### src/rtl/tlqg_pkg.sv
`default_nettype none
package tlqg_pkg;

	localparam int MAX_CHARS   = 1024;
	localparam int GLYPH_COUNT = 95;
	localparam int GLYPH_AW    = (GLYPH_COUNT > 1) ? $clog2(GLYPH_COUNT) : 1;
	localparam int CNT_W       = 11;
	localparam int QDEPTH      = 4;
	localparam int QAW         = 2;
	localparam int QCW         = QAW + 1;

	localparam logic [1:0] MODE_LOAD = 2'd0;
	localparam logic [1:0] MODE_CHAR = 2'd1;
	localparam logic [1:0] MODE_END  = 2'd2;

	localparam logic [1:0] KIND_VERTEX = 2'd0;
	localparam logic [1:0] KIND_CURSOR = 2'd1;
	localparam logic [1:0] KIND_BOUNDS = 2'd2;

	localparam logic [1:0] BODY_NONE   = 2'd0;
	localparam logic [1:0] BODY_GLYPH  = 2'd1;
	localparam logic [1:0] BODY_BOUNDS = 2'd2;

	localparam logic [1:0] REG_CURSOR_ENABLE = 2'd0;
	localparam logic [1:0] REG_CURSOR_INDEX  = 2'd1;
	localparam logic [1:0] REG_LINE_HEIGHT   = 2'd2;
	localparam logic [1:0] REG_EXTENT_TOP    = 2'd3;

	localparam logic [7:0] CODE_FIRST   = 8'd32;
	localparam logic [7:0] CODE_LAST    = 8'd126;
	localparam logic [7:0] CODE_NEWLINE = 8'd10;
	localparam logic [7:0] CODE_SUBST   = 8'd63;

	localparam logic [CNT_W-1:0] MAX_CHARS_C = CNT_W'(MAX_CHARS);

	typedef struct packed {
		logic [11:0]        atlas_bottom;
		logic [11:0]        atlas_right;
		logic [11:0]        atlas_top;
		logic [11:0]        atlas_left;
		logic [13:0]        advance_fixed;
		logic [7:0]         glyph_height;
		logic [7:0]         glyph_width;
		logic signed [8:0]  offset_top;
		logic signed [8:0]  offset_left;
	} glyph_t;

	typedef struct packed {
		logic               has_cursor;
		logic [1:0]         body;
		logic signed [15:0] cur_x;
		logic signed [15:0] cur_y;
		logic [7:0]         cur_h;
		logic signed [15:0] x0;
		logic signed [15:0] y0;
		logic signed [15:0] x1;
		logic signed [15:0] y1;
		logic [11:0]        u0;
		logic [11:0]        v0;
		logic [11:0]        u1;
		logic [11:0]        v1;
		logic [14:0]        bw;
		logic [14:0]        bh;
	} cmd_t;

	function automatic logic signed [15:0] sat16(input logic signed [17:0] v);
		logic signed [15:0] r;
		if (v > 18'sd32767) begin
			r = 16'sh7fff;
		end else if (v < -18'sd32768) begin
			r = 16'sh8000;
		end else begin
			r = v[15:0];
		end
		return r;
	endfunction

endpackage
`default_nettype wire

### src/rtl/tlqg_back.sv
`default_nettype none
module tlqg_back import tlqg_pkg::*; (
	input  wire logic               clk,
	input  wire logic               arst_n,
	input  wire cmd_t               cmd,
	input  wire logic               cmd_valid,
	output logic                    cmd_pop,
	output logic                    empty,
	input  wire logic               pop,
	output logic [1:0]              kind,
	output logic signed [15:0]      pos_x,
	output logic signed [15:0]      pos_y,
	output logic [11:0]             tex_u,
	output logic [11:0]             tex_v,
	output logic [14:0]             box_w,
	output logic [14:0]             box_h,
	output logic                    last
);

	logic               out_valid_q;
	logic [2:0]         step_q;
	logic               advance;
	logic [2:0]         n_res;
	logic [2:0]         j;
	logic               xsel;
	logic               ysel;
	logic               is_last;
	logic [1:0]         r_kind;
	logic signed [15:0] r_x;
	logic signed [15:0] r_y;
	logic [11:0]        r_u;
	logic [11:0]        r_v;
	logic [14:0]        r_w;
	logic [14:0]        r_h;

	assign empty   = !out_valid_q;
	assign advance = cmd_valid && (!out_valid_q || pop);
	assign cmd_pop = advance && is_last;

	always_comb begin
		n_res = {2'd0, cmd.has_cursor};
		if (cmd.body == BODY_GLYPH) begin
			n_res = n_res + 3'd6;
		end else if (cmd.body == BODY_BOUNDS) begin
			n_res = n_res + 3'd1;
		end
		is_last = step_q == (n_res - 3'd1);
		j       = step_q - {2'd0, cmd.has_cursor};
		xsel    = j inside {3'd2, 3'd3, 3'd5};
		ysel    = j inside {3'd1, 3'd4, 3'd5};
		r_kind  = KIND_VERTEX;
		r_x     = xsel ? cmd.x1 : cmd.x0;
		r_y     = ysel ? cmd.y1 : cmd.y0;
		r_u     = xsel ? cmd.u1 : cmd.u0;
		r_v     = ysel ? cmd.v1 : cmd.v0;
		r_w     = '0;
		r_h     = '0;
		if (cmd.has_cursor && (step_q == 3'd0)) begin
			r_kind = KIND_CURSOR;
			r_x    = cmd.cur_x;
			r_y    = cmd.cur_y;
			r_u    = '0;
			r_v    = '0;
			r_w    = 15'd1;
			r_h    = {7'd0, cmd.cur_h};
		end else if (cmd.body == BODY_BOUNDS) begin
			r_kind = KIND_BOUNDS;
			r_x    = '0;
			r_y    = cmd.y0;
			r_u    = '0;
			r_v    = '0;
			r_w    = cmd.bw;
			r_h    = cmd.bh;
		end
	end

	always_ff @(posedge clk or negedge arst_n) begin
		if (!arst_n) begin
			out_valid_q <= 1'b0;
			step_q      <= '0;
		end else begin
			if (advance) begin
				out_valid_q <= 1'b1;
				step_q      <= is_last ? 3'd0 : step_q + 3'd1;
			end else if (pop) begin
				out_valid_q <= 1'b0;
			end
		end
	end

	always_ff @(posedge clk) begin
		if (advance) begin
			kind  <= r_kind;
			pos_x <= r_x;
			pos_y <= r_y;
			tex_u <= r_u;
			tex_v <= r_v;
			box_w <= r_w;
			box_h <= r_h;
			last  <= is_last;
		end
	end

endmodule
`default_nettype wire

### config.mk
export PLATFORM = sky130hd
export DESIGN_NAME = tlqg_back
export DESIGN_NICKNAME = d
export VERILOG_FILES = /design/src/rtl/tlqg_pkg.sv /design/src/rtl/tlqg_back.sv
export SDC_FILE = /design/constraint.sdc
export NUM_CORES = 1
export LEC_CHECK = 0
export BUFFER_PORTS_ARGS = -buffer_cell sky130_fd_sc_hd__buf_4
export CAP_MARGIN = 20
export CORE_MARGIN = 5
export CORE_UTILIZATION = 44
export CTS_BUF_LIST = sky130_fd_sc_hd__clkbuf_8
export DETAILED_ROUTE_END_ITERATION = 10
export HOLD_SLACK_MARGIN = 0.1
export PLACE_DENSITY = 0.9
export SYNTH_ARGS = -nofsm -noshare
export SYNTH_HDL_FRONTEND = slang
export SYNTH_SLANG_ARGS = --single-unit
export TNS_END_PERCENT = 100
### constraint.sdc
create_clock -name clk -period 3.1 [get_ports clk]
set_input_delay 0.155 -clock clk [delete_from_list [all_inputs] [get_ports clk]]
set_output_delay 0.155 -clock clk [all_outputs]
set_load 0.1 [all_outputs]
* Word level (Yosys, flattened, before mapping)
Index checks and enable logic that the tools add are counted.
Widths: inputs -> output; s select.
** Word-level totals
- Register bits :: 93
- Input bits :: 189
- Output and inout bits :: 91
- Word-level logic and storage cells :: 54
** Operators by class
- Add/subtract/negate cells :: 5
- Eq/ne operators :: 8
- Mux-type cells :: 17
- Bitwise operators :: 1
- Reduce and logical (&&, ||, !) cells :: 11
** Operators with widths (count)
- $mux 16 :: 6
- $mux 12 :: 2
- $mux 8 :: 2
- $eq 3x2->1 const B :: 2
- $eq 3x3->1 const B :: 2
- $mux 3 :: 2
- $reduce_bool 3->1 :: 2
- $mux 2 :: 2
- $reduce_or 2->1 :: 2
- $add 2x2->3 const B :: 1
- $add 3x1->3 const B :: 1
- $eq 3x1->1 const B :: 1
- $eq 3x3->1 :: 1
- $logic_and 1x1->1 :: 3
- $logic_not 3->1 :: 1
- $mux 1 :: 3
- $sub 3x1->3 :: 1
- $sub 3x1->3 const B :: 1
- $add 1x1->2 const B :: 1
- $eq 2x1->1 const B :: 1
- $eq 2x2->1 const B :: 1
- $reduce_bool 2->1 :: 1
- $logic_not 1->1 :: 1
- $logic_or 1x1->1 :: 1
- $not 1->1 :: 1

* Depth between registers and ports, before layout
- Depth after elaboration :: 6
- Depth in mapped cells :: 9
- Depth with buffers taken out :: 7

* Worst setup path after synthesis
OpenSTA, ideal clock, no wires.
- Path type :: input port to flip-flop
- Start :: in cmd[183] (netlist bit)
- End :: reg step_q[2]
- Library setup time :: 0.225 ns
- Data arrival time :: 3.248 ns
- Data required time :: 2.875 ns
- Setup slack :: -0.373 ns
- Cell stages on the path :: 9
- Buffers on the path :: 2
- Cells stage by stage :: nor2b_1 > clkbuf_1 > clkbuf_1 > a21oi_1 > ha_1 > xnor2_1 > xnor2_1 > nor4_2 > nor3_1
** Between the ends
- Longest elaborated chain between the ends :: 6
- Elaborated cells between the ends (all ways) :: 7
- Classes of those cells :: add/sub (1); eq/ne (3); mux (3)
** RTL lines
- start, declared :: line tlqg_back.sv:5 : input wire cmd_t cmd,
- $eq 2x2->1 :: line tlqg_back.sv:44 : end else if (cmd.body == BODY_BOUNDS) begin
- $mux 2 :: line tlqg_back.sv:44
- $mux 3 (*) :: line tlqg_back.sv:42 : if (cmd.body == BODY_GLYPH) begin
- $sub 3x1->3 (*) :: line tlqg_back.sv:47 : is_last = step_q == (n_res - 3'd1);
- $eq 3x3->1 (*) :: line tlqg_back.sv:47
- $mux 3 (*) :: line tlqg_back.sv:84 : step_q <= is_last ? 3'd0 : step_q + 3'd1;
- end signal, assigned :: line tlqg_back.sv:84
- end, declared :: line tlqg_back.sv:21 : logic [2:0] step_q;
Mark *: on every way between the ends. The rest lies on a longest branch, timed or not.
A chain may end at the register's enable or synchronous reset.

* Worst setup path after layout
- Start :: reg step_q[0]
- End :: reg box_h[1] (data pin)
** Between the ends
- Longest elaborated chain between the ends :: 3
** RTL lines
- $logic_not 3->1 :: line tlqg_back.sv:58 : if (cmd.has_cursor && (step_q == 3'd0)) begin
- $logic_and 1x1->1 :: line tlqg_back.sv:58
- $mux 8 :: line tlqg_back.sv:58
- named net r_h[1] :: line tlqg_back.sv:34 : logic [14:0] r_h;
- end signal, assigned :: line tlqg_back.sv:99 : box_h <= r_h;
- end, declared :: line tlqg_back.sv:16 : output logic [14:0] box_h,
The timed path passes the listed nets, and every way through them passes these cells.

==> flow_metrics.tcl <==
set metrics [dict create \
    status "finished, final reports clean" \
    synth_edf_count 89 \
    clock_sinks 93 \
    synth_warnings 0 \
    r2r_cells 7 \
    place.port_buffers 279 \
    grt.total_usage 0.241 \
    grt_pass1_vias 4248 \
    cts_setup_buffers 0 \
    ir_drop_mv 0.630 \
    start_util 0.447 \
    fill_cells 643 \
    cp-startpoint "step_q[0]" \
    r2r_setup_slack_ps 380 \
    required_ps 3320 \
    worstPathArrival_ps 2940 \
    syn_nets 556 \
    yosys.cell_types.count 32 \
    dieArea_sq_um 11900 \
    drive_above_1_share 0.449 \
    h-tree-depth 3 \
    yosys_most_used_dff "edfxtp_1" \
    slew_violations 0 \
    nNetsFinal 871 \
    rows 36 \
    place_ws_ps 494 \
    rsz0062_at_grt "no" \
    path_class "reg -> reg" \
    overflow 0 \
    viasPerCell 5.11 \
    cp-endpoint "box_h[1]" \
    drc_errors 0 \
    firstDrtPassIters 5 \
    endpoint_kind "flop" \
    clock_latency_ps 350 \
    worstReg2RegEnd "box_h[1]" \
    hpwl_mm 11.3 \
    final_area_sq_um 7130 \
    ant_nets 0 \
    fin_crit_ps 2720 \
    area_growth_pct 64.8 \
    io_pins 280 \
    crit_fanout 12 \
    cts_resized 0 \
    clock.fmax_mhz 368 \
    dpl_cell_area_sq_um 6560 \
    regArea_sq_um 2770 \
    hold_violations 0 \
    setup_violations 0 \
    max_slew.worst_pin.slew_ps 667 \
    final_cell_mix "buf_4, edfxtp_1, nand2_1, a21oi_1, dlygate4sd3_1" \
    drv_cap 0 \
    hold_path.class "in -> reg" \
    clk_pin_slew_ps 90 \
    layout_commonest_cell "buf_4" \
    syn-cell-area_sq_um 4330 \
    async_flop_share 0.0430 \
    synth_seq_cells 93 \
    wirelength_mm 15.4 \
    multi_input_area_sq_um 1440 \
    synth_area_leaders "edfxtp_1, mux2i_1, nand2_1" \
    power.density_nw_per_um2 873 \
    die-height_um 109 \
    cts_buffers 9 \
    yosysTopAreaCellShare 0.617 \
    drtIter0Drc 240 \
    routabilityCongestion 0.851 \
    cp-start-kind "flop" \
    core_sq_um 9680 \
    leakage_nw 3.32 \
    setup_ws_ps 382 \
    cts_tree "done" \
    post-route-period-util 0.877 \
    num_vias 4156 \
    antenna_cells 0 \
    r2r-start "step_q[0]" \
    clockBufferDepth 2 \
    slew_headroom 0.555 \
    antenna_found_initial 0 \
    skew_ps 11.8 \
    root_buffer "clkbuf_8" \
    synth_top_area_cell "edfxtp_1" \
    yosysSeqAreaShare 0.640 \
    die_w_um 109 \
    finalSetupTns_ps 0 \
    wire_per_inst_um 18.9 \
    grt_max_degree 41 \
    syn_avg_cell_area_sq_um 12.0 \
    grt_pass1_wl_mm 21.6 \
    netlist_instances 362 \
]
[registers in the layout (all words and copies together) (netlist names), 2 cells and up]
signal,cells
box_h,15
box_w,15
kind,2
pos_x,16
pos_y,16
step_q,3
tex_u,12
tex_v,12
[Yosys cell counts (2+ instances only)]
| cell type | count |
|---|---|
| nor2b_1 | 2 |
| and3_1 | 21 |
| xnor2_1 | 4 |
| buf_6 | 2 |
| nand2b_1 | 4 |
| o21ai_1 | 8 |
| nor3_1 | 2 |
| nor2_1 | 30 |
| mux2i_1 | 30 |
| buf_2 | 2 |
| a22o_1 | 8 |
| nand2_1 | 62 |
| dfrtp_1 | 4 |
| o21ai_0 | 10 |
| edfxtp_1 | 89 |
| a21oi_1 | 45 |
| ha_1 | 5 |
| inv_1 | 5 |
| clkbuf_1 | 16 |
[kinds of logic after synthesis]
logic type,after synthesis,share of synthesized area
simple gates,124,0.127
flops,93,0.640
compound gates,76,0.0986
mux,30,0.0694
buf+inv,28,0.0329
xor+xnor,6,0.0171
fa+ha+maj,5,0.0145
[worst min path at each step]
stage / slack (ps) / cells past startpoint / from / to
2_1_floorplan: -140 / 0 / arst_n / out_valid_q
3_3_place_gp: -50 / 1 / arst_n / out_valid_q
3_5_place_dp: -40 / 1 / arst_n / out_valid_q
4_1_cts: 100 / 3 / cmd[70] / tex_u[4]
5_1_grt: 100 / 2 / cmd[147] / box_h[5]
6_report: 110 / 3 / cmd[71] / tex_u[5]
[cell type report]
type,instances,area share
flip-flops and latches,93,0.389
repair buffers,326,0.356
multi-input cells,241,0.201
well taps,133,0.0233
clock buffers,11,0.0212
clock inverters,4,0.00596
inverters,6,0.00333
[critical path: stages (launching register included)]
cell and delay [ps]:
dfrtp_1 440, inv_1 90, ha_1 200, nand3b_1 110, clkinv_1 380, nor2_2 580
a22o_1 220, dlygate4sd3_1 570
[where the power goes]
part	internal, W	total [W]	switching [W]
Clock	0.000407	0.000815	0.000408
Combinational	0.00102	0.00358	0.00256
Sequential	0.00174	0.00183	0.0000914
Total	0.00317	0.00623	0.00306
[per-layer routing]
| layer | track usage | routed length [um] |
|---|---|---|
| met1 | 0.262 | 5260 |
| met2 | 0.446 | 8180 |
| met3 | 0.0710 | 1540 |
| met4 | 0.0810 | 379 |
| met5 | 0 | 0 |
[through the flow]
stage	cells	total power [W]	hold WS [ps]	util
after global routing	814	0.00649	102	0.737
after global placement	761	0.00528	-45.4	0.677
after floorplan	362	0.00462	-141	-
final	814	0.00623	110	0.737
after CTS	811	0.00623	100	0.734
after detailed placement	761	0.00539	-42.4	0.677
[timing repair]
item,in CTS,in global routing
endpoints found under the hold margin,36,3
hold buffers,35,3
endpoints found under the setup margin,0,0
Note: power is estimated with default switching activity, not from simulation.
