$ cat config.mk
export PLATFORM = sky130hd
export DESIGN_NAME = tlqg_cmd_fifo
export DESIGN_NICKNAME = d
export VERILOG_FILES = /design/src/rtl/tlqg_pkg.sv /design/src/rtl/tlqg_cmd_fifo.sv
export SDC_FILE = /design/constraint.sdc
export NUM_CORES = 1
export LEC_CHECK = 0
export ABC_CLOCK_PERIOD_IN_PS = 10100
export BUFFER_PORTS_ARGS = -buffer_cell sky130_fd_sc_hd__clkbuf_2
export CAP_MARGIN = 20
export CORE_MARGIN = 1
export CORE_UTILIZATION = 40
export DETAILED_ROUTE_END_ITERATION = 8
export GPL_TIMING_DRIVEN = 0
export SETUP_SLACK_MARGIN = 0.2
export SYNTH_ARGS = -nofsm -noshare
export SYNTH_HDL_FRONTEND = slang
export SYNTH_SLANG_ARGS = --single-unit
$ cat constraint.sdc
create_clock -name clk -period 10.1 [get_ports clk]
set_input_delay 0.505 -clock clk [delete_from_list [all_inputs] [get_ports clk]]
set_output_delay 0.505 -clock clk [all_outputs]
set_load 0.05 [all_outputs]
$ cat src/rtl/tlqg_pkg.sv
`default_nettype none
package tlqg_pkg;

	localparam int MAX_CHARS   = 1024;
	localparam int GLYPH_COUNT = 95;
	localparam int GLYPH_AW    = (GLYPH_COUNT > 1) ? $clog2(GLYPH_COUNT) : 1;
	localparam int CNT_W       = 11;
	localparam int QDEPTH      = 4;
	localparam int QAW         = 2;
	localparam int QCW         = QAW + 1;

	localparam logic [1:0] MODE_LOAD = 2'd0;
	localparam logic [1:0] MODE_CHAR = 2'd1;
	localparam logic [1:0] MODE_END  = 2'd2;

	localparam logic [1:0] KIND_VERTEX = 2'd0;
	localparam logic [1:0] KIND_CURSOR = 2'd1;
	localparam logic [1:0] KIND_BOUNDS = 2'd2;

	localparam logic [1:0] BODY_NONE   = 2'd0;
	localparam logic [1:0] BODY_GLYPH  = 2'd1;
	localparam logic [1:0] BODY_BOUNDS = 2'd2;

	localparam logic [1:0] REG_CURSOR_ENABLE = 2'd0;
	localparam logic [1:0] REG_CURSOR_INDEX  = 2'd1;
	localparam logic [1:0] REG_LINE_HEIGHT   = 2'd2;
	localparam logic [1:0] REG_EXTENT_TOP    = 2'd3;

	localparam logic [7:0] CODE_FIRST   = 8'd32;
	localparam logic [7:0] CODE_LAST    = 8'd126;
	localparam logic [7:0] CODE_NEWLINE = 8'd10;
	localparam logic [7:0] CODE_SUBST   = 8'd63;

	localparam logic [CNT_W-1:0] MAX_CHARS_C = CNT_W'(MAX_CHARS);

	typedef struct packed {
		logic [11:0]        atlas_bottom;
		logic [11:0]        atlas_right;
		logic [11:0]        atlas_top;
		logic [11:0]        atlas_left;
		logic [13:0]        advance_fixed;
		logic [7:0]         glyph_height;
		logic [7:0]         glyph_width;
		logic signed [8:0]  offset_top;
		logic signed [8:0]  offset_left;
	} glyph_t;

	typedef struct packed {
		logic               has_cursor;
		logic [1:0]         body;
		logic signed [15:0] cur_x;
		logic signed [15:0] cur_y;
		logic [7:0]         cur_h;
		logic signed [15:0] x0;
		logic signed [15:0] y0;
		logic signed [15:0] x1;
		logic signed [15:0] y1;
		logic [11:0]        u0;
		logic [11:0]        v0;
		logic [11:0]        u1;
		logic [11:0]        v1;
		logic [14:0]        bw;
		logic [14:0]        bh;
	} cmd_t;

	function automatic logic signed [15:0] sat16(input logic signed [17:0] v);
		logic signed [15:0] r;
		if (v > 18'sd32767) begin
			r = 16'sh7fff;
		end else if (v < -18'sd32768) begin
			r = 16'sh8000;
		end else begin
			r = v[15:0];
		end
		return r;
	endfunction

endpackage
`default_nettype wire

$ cat src/rtl/tlqg_cmd_fifo.sv
`default_nettype none
module tlqg_cmd_fifo import tlqg_pkg::*; (
	input  wire logic           clk,
	input  wire logic           arst_n,
	input  wire logic           wr,
	input  wire cmd_t           wdata,
	input  wire logic           rd,
	output cmd_t                rdata,
	output logic                not_empty,
	output logic [QCW-1:0]      count
);

	cmd_t           mem_q [QDEPTH];
	logic [QAW-1:0] wr_ptr_q;
	logic [QAW-1:0] rd_ptr_q;
	logic [QCW-1:0] count_q;

	assign rdata     = mem_q[rd_ptr_q];
	assign not_empty = count_q != '0;
	assign count     = count_q;

	always_ff @(posedge clk) begin
		if (wr) begin
			mem_q[wr_ptr_q] <= wdata;
		end
	end

	always_ff @(posedge clk or negedge arst_n) begin
		if (!arst_n) begin
			wr_ptr_q <= '0;
			rd_ptr_q <= '0;
			count_q  <= '0;
		end else begin
			if (wr) begin
				wr_ptr_q <= wr_ptr_q + QAW'(1);
			end
			if (rd) begin
				rd_ptr_q <= rd_ptr_q + QAW'(1);
			end
			if (wr && !rd) begin
				count_q <= count_q + QCW'(1);
			end else if (rd && !wr) begin
				count_q <= count_q - QCW'(1);
			end
		end
	end

endmodule
`default_nettype wire

## After elaboration in Yosys (flattened, before gate mapping)

Memories as Yosys holds them, arrays and structs flattened.
Index checks and enable logic that the tools add are counted.

| storage, ports and cells | value |
|---|---|
| register bits | 7 |
| memory bits (writable) | 740 |
| output and inout bits | 189 |
| memories kept | 1 |

Memories:

| memory | depth | width | rd ports | clocked after memory_dff | write ports | line | text |
|---|---|---|---|---|---|---|---|
| mem_q | 4 | 185 | 1 | 0 | 1 | tlqg_cmd_fifo.sv:13 | `cmd_t mem_q [QDEPTH];` |

| cells by class | value |
|---|---|
| add/sub/neg operators | 4 |
| muxes and demuxes | 4 |
| reductions and logical operators | 6 |

Operators by type and width:

| kind | count |
|---|---|
| 3-bit 2-to-1 mux | 2 |
| 2-bit by 1-bit adder with 2-bit output (second input constant) | 2 |
| 3-bit by 1-bit adder with 3-bit output (second input constant) | 1 |
| 3-bit nonzero test | 1 |
| 3-bit by 1-bit subtractor with 3-bit output (second input constant) | 1 |
| 1-bit logical AND | 2 |
| 1-bit logical NOT | 2 |
| 1-bit 2-to-1 mux | 2 |
| 2-bit nonzero test | 1 |

## Logic depth before layout (Yosys ltp)

Gate-level depths: netlist of the first run.

| depth | value |
|---|---|
| depth after elaboration | 4 |
| depth in mapped cells | 7 |
| gate-level depth less buffers | 7 |

## Worst setup path after synthesis of the first run

No wires, ideal clock.

| timing path | value |
|---|---|
| kind | register to register |
| start | register wr_ptr_q[0] |
| end | memory mem_q[0][0] (netlist bit), enable pin |
| arrival | 4834 ps |
| path slack | 4699 ps |
| cell stages (with the launch flop) | 4 |
| path buffers | 0 |
| clock period less this slack | 5401 ps |
| cell sequence | dfrtp_1 -> inv_1 -> ha_1 -> and2_1 |

RTL lines:

| element | line | text |
|---|---|---|
| from (decl) | tlqg_cmd_fifo.sv:14 | `logic [QAW-1:0] wr_ptr_q;` |
| from (signal assigned) | tlqg_cmd_fifo.sv:35 | `wr_ptr_q <= wr_ptr_q + QAW'(1);` |
| to (decl) | tlqg_cmd_fifo.sv:13 |  |

Straight into the memory's write port.

==> metrics.yaml, run 1 <==
yosysTopAreaCell: "edfxtp_1"
synth.area.top_cells: "edfxtp_1, mux4_2, buf_6"
fill_cells: 5474
placed_area_um2: 30400
placedCellCount: 2263
clk_pin_slew_worst_paths_ns: 0.06
drt_iter0_drc: 815
tritoncts: "done"
cp_max_fo: 10
cts_setup_buffers: 0
h-tree-depth: 3
routabilityCongestion: 0.696
crit_top_cell: "buf_2"
yosys_register_bits: 747
worst_skew_pair.late_latency_ns: 0.59
p_per_area_nw_per_um2: 342
finalCritPeriodShare_pct: 31.3
numCtsBuffers: 79
cts_buffer_depth: 3
cap_violations: 0
status: "completed"
cp.arrival_ns: 2.66
fmax_ghz: 0.316
worstSetupPathType: "reg -> out"
hold_class: "in -> reg"
mostFrequentLayoutCells: "edfxtp_1, clkbuf_2, mux4_2"
synthCells: 1000
rsz0062_at_grt: "false"
drt-pass1-iter-count: 5
path_buf_inv: 5
drive_gt1_share_pct: 46.9
syn_nets: 1195
setup_violations: 0
syn_avg_cell_area_um2: 27.1
grt_pass1_vias: 12764
fin_crit_ns: 3.16
num_rows: 95
fin_worst_skew_ns: 0.0133
crit_slowest_cell: "clkbuf_1"
routedWlPerCell_um: 22.7
overflow: 0
hold_depth: 1
vias: 12034
wirelength_um: 54600
final_cells: 2403
worstMarginPinSlew_ns: 0.798
reg2reg_depth: 5
irDropWorstVdd_v: 0.000186
nets: 1667
leakagePower_uw: 0.0112
fin_area_um2: 32800
start_util_pct: 40.4
cts_resized: 0
grt_usage_pct: 15.8
portBuffers: 377
hold_buffers: 1
setup-tns-final_ns: 0
syn_to_final_growth_pct: 21.0
ant_nets: 0
die_area_um2: 68700
drcViolationCount: 0
fin_total_pwr_uw: 11200
path_cells: "buf_2 > clkbuf_1 > buf_8 > buf_2 > mux4_2 > clkbuf_2"
finalMaxSlewViolations: 0
syn_area_um2: 27100
yosysSeqAreaShare_pct: 82.7
antenna_found_initial: 7
grt_first_pass_wirelength_um: 79500
start_kind: "flop"
worstPathRequired_ns: 9.60
hold_viol: 0
cts-root-buf: "clkbuf_16"
cpLargestDelayFamily: "buffers and inverters"
die_w_um: 262
coreArea_um2: 67000
grt_max_degree: 56
cts.sinks: 747
max_stage_delay_ns: 0.38
antenna_cells: 0
via_per_inst: 5.01
yosys_warnings: 0
ios: 378
max_slew_margin_pct: 46.8
cp_num_cells: 6
crit_path_end_kind: "output port"
die_h_um: 262
final_common_cell: "edfxtp_1"
ys_types: 17
hpwl_um: 34900
netlist.area_leader.share_pct: 82.1
-- layout make-up --
class	instances	area, um^2	share of cell area, %
buffer	42	304	0.928
sequential	747	22400	68.4
tap	873	1090	3.33
multi-input combinational	207	4370	13.3
clock buffer	106	2100	6.41
inverter	4	15.0	0.0458
timing repair buffer	391	2240	6.84
clock inverter	33	245	0.748
-- final timing paths --
path                       slack, ns            end         from
setup / recovery                6.94      rdata[54]  rd_ptr_q[1]
min in group asynchronous       0.28       count[2]       arst_n
max in group asynchronous       9.63    rd_ptr_q[0]       arst_n
hold / removal                  0.12   mem_q[1][83]    wdata[83]
hold reg to reg                 0.49       count[2]     count[2]
setup reg to reg                7.71  mem_q[0][119]  wr_ptr_q[0]
-- registers in the layout, indices dropped and copies added, names as in the netlist --
name / flops
wr_ptr_q: 2
rd_ptr_q: 2
mem_q: 740
count: 3
-- layer usage --
metal	vias up	GRT usage (%)	routed length [um]
li1	5317	-	-
met1	6327	20.3	22100
met2	297	25.9	27800
met3	81	4.62	3660
met4	12	5.01	1010
met5	-	0	72
-- stage by stage --
stage	util [%]	hold slack (ns)	setup slack, ns
final	48.9	0.116	6.94
after global placement	44.8	0.362	0.516
after global routing	48.9	0.0829	6.79
after detailed placement	45.4	0.363	7.48
after CTS	48.9	0.0641	6.81
after floorplan	-	0.209	4.70
-- cell usage after synthesis --
master	instances
buf_2	21
mux4_2	185
inv_1	4
nor2_1	1
buf_6	16
and2_1	4
o21ai_0	1
mux2_2	1
nand2_1	2
xor2_1	4
fa_1	1
or3_1	1
edfxtp_1	740
clkbuf_1	5
ha_1	5
xnor2_1	2
dfrtp_1	7
-- report_power, final --
part | leakage [uW] | internal (uW) | switching (uW)
logic | 0.00320 | 1280 | 3120
registers | 0.00688 | 4050 | 108
clock network | 0.00114 | 1510 | 1120
-- cells by family (layout without fill, tap and decap cells) --
group	Yosys count	in the layout	synth area share, %
AOI/OAI and AO/OA	1	1	0.0185
xor gates and xnor gates	6	6	0.194
adders and majority gates	6	6	0.305
buffers and inverters	46	576	1.18
DFF	747	747	82.7
muxes	186	186	15.4
and+or+nand+nor	8	8	0.157
Note: power is estimated with default switching activity, not from simulation.
==> run 2, diff against run 1 <==
- ABC_AREA: not set -> 1
- ABC_CLOCK_PERIOD_IN_PS: 10100 -> 2800
- clock period: 10.1 -> 2.8 ns (I/O delays scaled with it)
==> run 2 against run 1 <==
Global-route usage grew 4.2 points. Sequential cell count is the same. Register-to-register slack lost 7.3 ns. Largest cell class unchanged.
==> metrics.yaml, run 2 <==
status: "completed"
netlist.area_leader.share_pct: 73.1
fin_crit_ns: 2.49
hpwl_um: 50000
p_switching_uw: 21600
hold_viol: 0
synthArstFlopShare_pct: 0.937
syn_to_final_growth_pct: 26.1
ff2ff_setup_slack_ns: 0.39
final_cells: 3911
yosysMostFrequentCell: "edfxtp_1"
path_cells: "buf_4 > inv_2 > buf_4 > buf_4 > o211ai_2 > nand2_1 > clkbuf_2"
finalMaxSlewViolations: 0
yosys_register_bits: 747
reg2reg_depth: 7
numCtsBuffers: 80
yosys_warnings: 0
h-tree-depth: 3
drt_iter0_drc: 1194
combinationalPowerShare_pct: 47.5
cap_violations: 0
worstHoldStart: "wdata[151]"
regToRegStartpoint: "wr_ptr_q[1]"
via_per_inst: 4.92
timing.rr.end: "mem_q[1][85]"
synth_compound_area_share_pct: 11.4
syn_nets: 2402
syn_avg_cell_area_um2: 13.8
grt_pass1_vias: 20233
portBuffers: 377
routedWlPerCell_um: 19.9
worstSetupPathType: "reg -> out"
synth_top_family_by_area: "compound AO/OA/AOI/OAI gates"
clkPwrFrac_pct: 20.4
grt_usage_pct: 20.1
placedCellCount: 3576
cts_buffer_depth: 3
synth.area.top_cells: "edfxtp_1, nand2_1, o211ai_1"
finalCritPeriodShare_pct: 88.8
coreArea_um2: 74800
final_common_cell: "edfxtp_1"
crit_path_end_kind: "output port"
ios: 378
drt-pass1-iter-count: 5
seq_power_share_pct: 32.1
p_int_uw: 25500
path_buf_inv: 5
synth_fa_ha_area_share_pct: 0.272
cpLargestDelayFamily: "buffers and inverters"
crit_top_cell: "buf_4"
switching_share_pct: 45.8
max_stage_delay_ns: 0.36
drive_gt1_share_pct: 26.1
whs_endpoint: "mem_q[2][151]"
wl_met1_um: 31300
fmax_ghz: 0.402
p_per_area_nw_per_um2: 1230
nets: 3076
overflow: 0
ys_types: 20
dr_wl_met2_um: 40100
cp.arrival_ns: 2.35
top_layer: "met5"
syn_area_um2: 30400
leakagePower_uw: 0.0155
yosysSeqAreaShare_pct: 73.6
ant_nets: 0
grt_max_degree: 35
fin_worst_skew_ns: 0.0155
crit_slowest_cell: "dfrtp_1"
synth-simple-area-share_pct: 7.07
antenna_found_initial: 5
clk_pin_slew_worst_paths_ns: 0.06
synth_xor_xnor_area_share_pct: 0.115
drcViolationCount: 0
cp_max_fo: 10
fin_total_pwr_uw: 47100
ys_top_cells_by_count: "edfxtp_1, nand2_1, inv_1, o211ai_1, o211ai_2"
synth-edff-count: 740
setup-tns-final_ns: 0
mostFrequentLayoutCells: "edfxtp_1, nand2_1, clkbuf_2"
die_area_um2: 77100
rsz0062_at_grt: "true"
tritoncts: "done"
largest_reg_flops: 740
routabilityCongestion: 0.761
start_kind: "flop"
regMostFlops: "mem_q"
yosysTopAreaCell: "edfxtp_1"
die_h_um: 278
cts-root-buf: "clkbuf_16"
route.met3.wl_um: 4570
ys.flop_type: "edfxtp_1"
synthCells: 2207
synth_mux_area_share_pct: 0
worstPathRequired_ns: 2.66
die_w_um: 278
vias: 19228
worstMarginPinSlew_ns: 0.956
num_rows: 100
setup_violations: 0
hold_depth: 2
hold_class: "in -> reg"
holdWs_ns: 0.282
irDropWorstVdd_v: 0.000899
cts.sinks: 747
grt_first_pass_wirelength_um: 118000
start_util_pct: 40.6
wirelength_um: 77800
max_slew_margin_pct: 35.9
worst_skew_pair.late_latency_ns: 0.62
[run 2: cell count changes after synthesis, moves of 38 or more]
cell,change
nand2_1,+567
mux4_2,-185
inv_1,+377
o211ai_2,+135
o211ai_1,+235
buf_2,+38
[run 2: worst max-delay path by stage]
stage,startpoint,end,cells after the start
finish,rd_ptr_q[1],rdata[149],7
global route,rd_ptr_q[0],rdata[169],8
CTS,rd_ptr_q[0],rdata[78],8
detailed placement,wr_ptr_q[1],mem_q[1][85],7
global placement,wr_ptr_q[0],mem_q[1][85],3
floorplan,wr_ptr_q[0],mem_q[1][0],3
[run 2: power groups by stage]
stage,combinational (uW),sequential [uW],clock [uW]
CTS,22600,15100,9830
floorplan,15400,15500,0
global placement,21700,15800,0
global route,23700,15300,10300
finish,22300,15100,9600
detailed placement,22300,15300,0
[run 2: kinds of logic after synthesis]
group | count (synthesis)
AOI/OAI and AO/OA | 371
adders and majority gates | 6
xor gates and xnor gates | 4
and+or+nand+nor | 572
DFF | 747
buffers and inverters | 507
[run 2: metrics by stage]
step	area [um^2]	worst slack, ns	utilization, %
4_1_cts	38300	0.203	51.2
3_3_place_gp	33500	-3.79	44.8
6_report	38300	0.313	51.2
5_1_grt	38300	0.200	51.2
3_5_place_dp	34000	0.0576	45.4
2_1_floorplan	30400	-1.03	-
[run 2: area by class of cell]
| cell class | instances | area (um^2) |
|---|---|---|
| plain buffers | 125 | 908 |
| repair inverters | 2 | 10.0 |
| diodes | 3 | 7.51 |
| clock inverters | 31 | 211 |
| multi-input cells | 953 | 5740 |
| flip-flops and latches | 747 | 22400 |
| clock buffers | 109 | 2150 |
| well taps | 969 | 1210 |
| fillers | 6241 | 36500 |
| inverters | 382 | 1450 |
| repair buffers | 590 | 4250 |
[run 2: routing by layer]
layer / global-route usage (%) / vias up
li1: - / 9078
met1: 24.7 / 9530
met2: 35.0 / 518
met3: 3.97 / 100
met4: 6.87 / 2
met5: 0 / -
[run 2: worst register-to-register path, delay by kind of cell, from the launching register on]
family        cells  cell delay (ns)
buf+inv           5             1.41
flops             1             0.41
fa+ha+maj         1             0.16
simple gates      1             0.09
[run 2: timing repair]
item                       4_1_cts  5_1_grt
setup buffers                    0        1
hold buffers                   189        0
cloned                           1        1
hold endpoints to repair       751        0
gates resized for setup         19       15
setup endpoints to repair      148      133
==> run 3, diff against run 2 <==
- ABC_CLOCK_PERIOD_IN_PS: 2800 -> 3100
- clock period: 2.8 -> 3.1 ns (I/O delays scaled with it)
==> run 3 against run 2 <==
Global-route usage about the same. Critical endpoint is now mem_q[1][85]. Largest cell class unchanged. Clock-buffer cell count is the same. Final cell count about the same. Highest routed layer unchanged. Wire length down 0.21%. Total power down 9.9%. Critical path type is now reg -> reg. Largest power group unchanged. Die area stayed put. Sequential cell count stayed put.
==> metrics.yaml, run 3 (same netlist as run 2, synthesis figures left out) <==
hold_class: "in -> reg"
reg2reg_depth: 7
placedCellCount: 3576
fin_worst_skew_ns: 0.0156
cts.sinks: 747
num_rows: 100
top_layer: "met5"
irDropWorstVdd_v: 0.000810
drcViolationCount: 0
setup_violations: 0
overflow: 0
largest_reg_flops: 740
grt_pass1_vias: 20217
hold_viol: 0
die_area_um2: 77100
cap_violations: 0
crit_slowest_cell: "clkinvlp_4"
dr_wl_met2_um: 40000
crit_top_cell: "buf_12"
cts-root-buf: "clkbuf_16"
fin_area_um2: 38300
status: "completed"
cts_setup_buffers: 0
h-tree-depth: 3
max_slew_margin_pct: 40.3
max_stage_delay_ns: 0.70
cts_resized: 0
final_cells: 3909
grt_first_pass_wirelength_um: 118000
ios: 378
fin_crit_ns: 2.69
placed_area_um2: 34000
grt_usage_pct: 20.0
utilization_pct: 51.1
mostFrequentLayoutCells: "edfxtp_1, nand2_1, clkbuf_2"
leakagePower_uw: 0.0155
via_per_inst: 4.93
start_util_pct: 40.6
worstSetupPathType: "reg -> reg"
grt_max_degree: 35
whs_endpoint: "mem_q[2][151]"
fmax_ghz: 0.371
clk_pin_slew_worst_paths_ns: 0.06
regMostFlops: "mem_q"
worstMarginPinSlew_ns: 0.894
routedWlPerCell_um: 19.9
finalCritPeriodShare_pct: 86.8
rsz0062_at_grt: "false"
drt_iter0_drc: 1188
wl_met1_um: 31500
cp_max_fo: 32
routabilityCongestion: 0.761
portBuffers: 377
final_common_cell: "edfxtp_1"
ff2ff_setup_slack_ns: 0.41
die_w_um: 278
path_cells: "inv_1 > ha_1 > nand2_2 > clkinvlp_4 > buf_12 > buf_12 > buf_12"
start_kind: "flop"
die_h_um: 278
cp.arrival_ns: 3.04
syn_to_final_growth_pct: 25.8
wirelength_um: 77600
cts_buffer_depth: 3
finalMaxSlewViolations: 0
tritoncts: "done"
vias: 19278
worstPathRequired_ns: 3.44
worst_skew_pair.late_latency_ns: 0.62
route.met3.wl_um: 4310
setup_slack_ns: 0.408
timing.rr.end: "mem_q[1][85]"
antenna_found_initial: 5
numCtsBuffers: 80
ant_nets: 0
drive_gt1_share_pct: 25.6
drt-pass1-iter-count: 5
post-place-ws_ns: 0.358
coreArea_um2: 74800
hpwl_um: 50000
nets: 3073
regToRegStartpoint: "wr_ptr_q[1]"
fill_cells: 6256
p_per_area_nw_per_um2: 1110
worstHoldStart: "wdata[151]"
crit_path_end_kind: "flop"
hold_depth: 2
-- run 3: changes by cell type in the layout (fill, tap and decap cells not counted), sizes merged --
cell	change
clkbuf	-2
clkinvlp	-2
diode	+1
buf	+1
-- run 3: stage by stage --
stage	power, uW	TNS [ns]	hold slack (ns)
CTS	42900	0	0.249
global route	44400	0	0.276
global placement	33900	-2513.74	0.0186
detailed placement	34000	0	0.0221
finish	42400	0	0.297
floorplan	28000	-532.63	-0.141
-- run 3: where the power goes --
| group | switching [uW] | total, uW | internal [uW] |
|---|---|---|---|
| Sequential | 461 | 13600 | 13200 |
| Combinational | 15300 | 20100 | 4800 |
| Clock | 3730 | 8670 | 4950 |
-- run 3: how the worst max path moves through the flow --
stage	from	end	slack, ns	cells after the start
2_1_floorplan	wr_ptr_q[0]	mem_q[1][0]	-0.73	3
3_3_place_gp	wr_ptr_q[0]	mem_q[1][85]	-3.49	3
3_5_place_dp	wr_ptr_q[1]	mem_q[1][85]	0.36	7
4_1_cts	wr_ptr_q[1]	mem_q[1][88]	0.35	7
5_1_grt	rd_ptr_q[0]	rdata[68]	0.22	6
6_report	wr_ptr_q[1]	mem_q[1][85]	0.41	7
-- run 3: cell type report --
cell class	instances	area [um^2]	area share, %
clock inverters	31	211	0.553
repair buffers	589	4240	11.1
multi-input cells	953	5740	15.0
clock buffers	109	2150	5.63
inverters	382	1450	3.79
plain buffers	125	855	2.23
well taps	969	1210	3.17
diodes	4	10.0	0.0262
flip-flops and latches	747	22400	58.5
-- run 3: worst max-delay path: cells and delay by family (launching register included) --
kind          cells  cell delay, ns
simple gates      1            0.07
buf+inv           5            1.69
flops             1            0.39
fa+ha+maj         1            0.19
-- run 3: layer usage --
| metal | global-route usage (%) | up-vias |
|---|---|---|
| met5 | 0 | - |
| met4 | 6.80 | 2 |
| met3 | 4.01 | 99 |
| met2 | 34.9 | 499 |
| met1 | 24.7 | 9601 |
| li1 | - | 9077 |
-- run 3: what timing repair did --
item / CTS / global route
hold buffers: 189 / 0
endpoints found under the setup margin: 0 / 0
endpoints found under the hold margin: 751 / 0
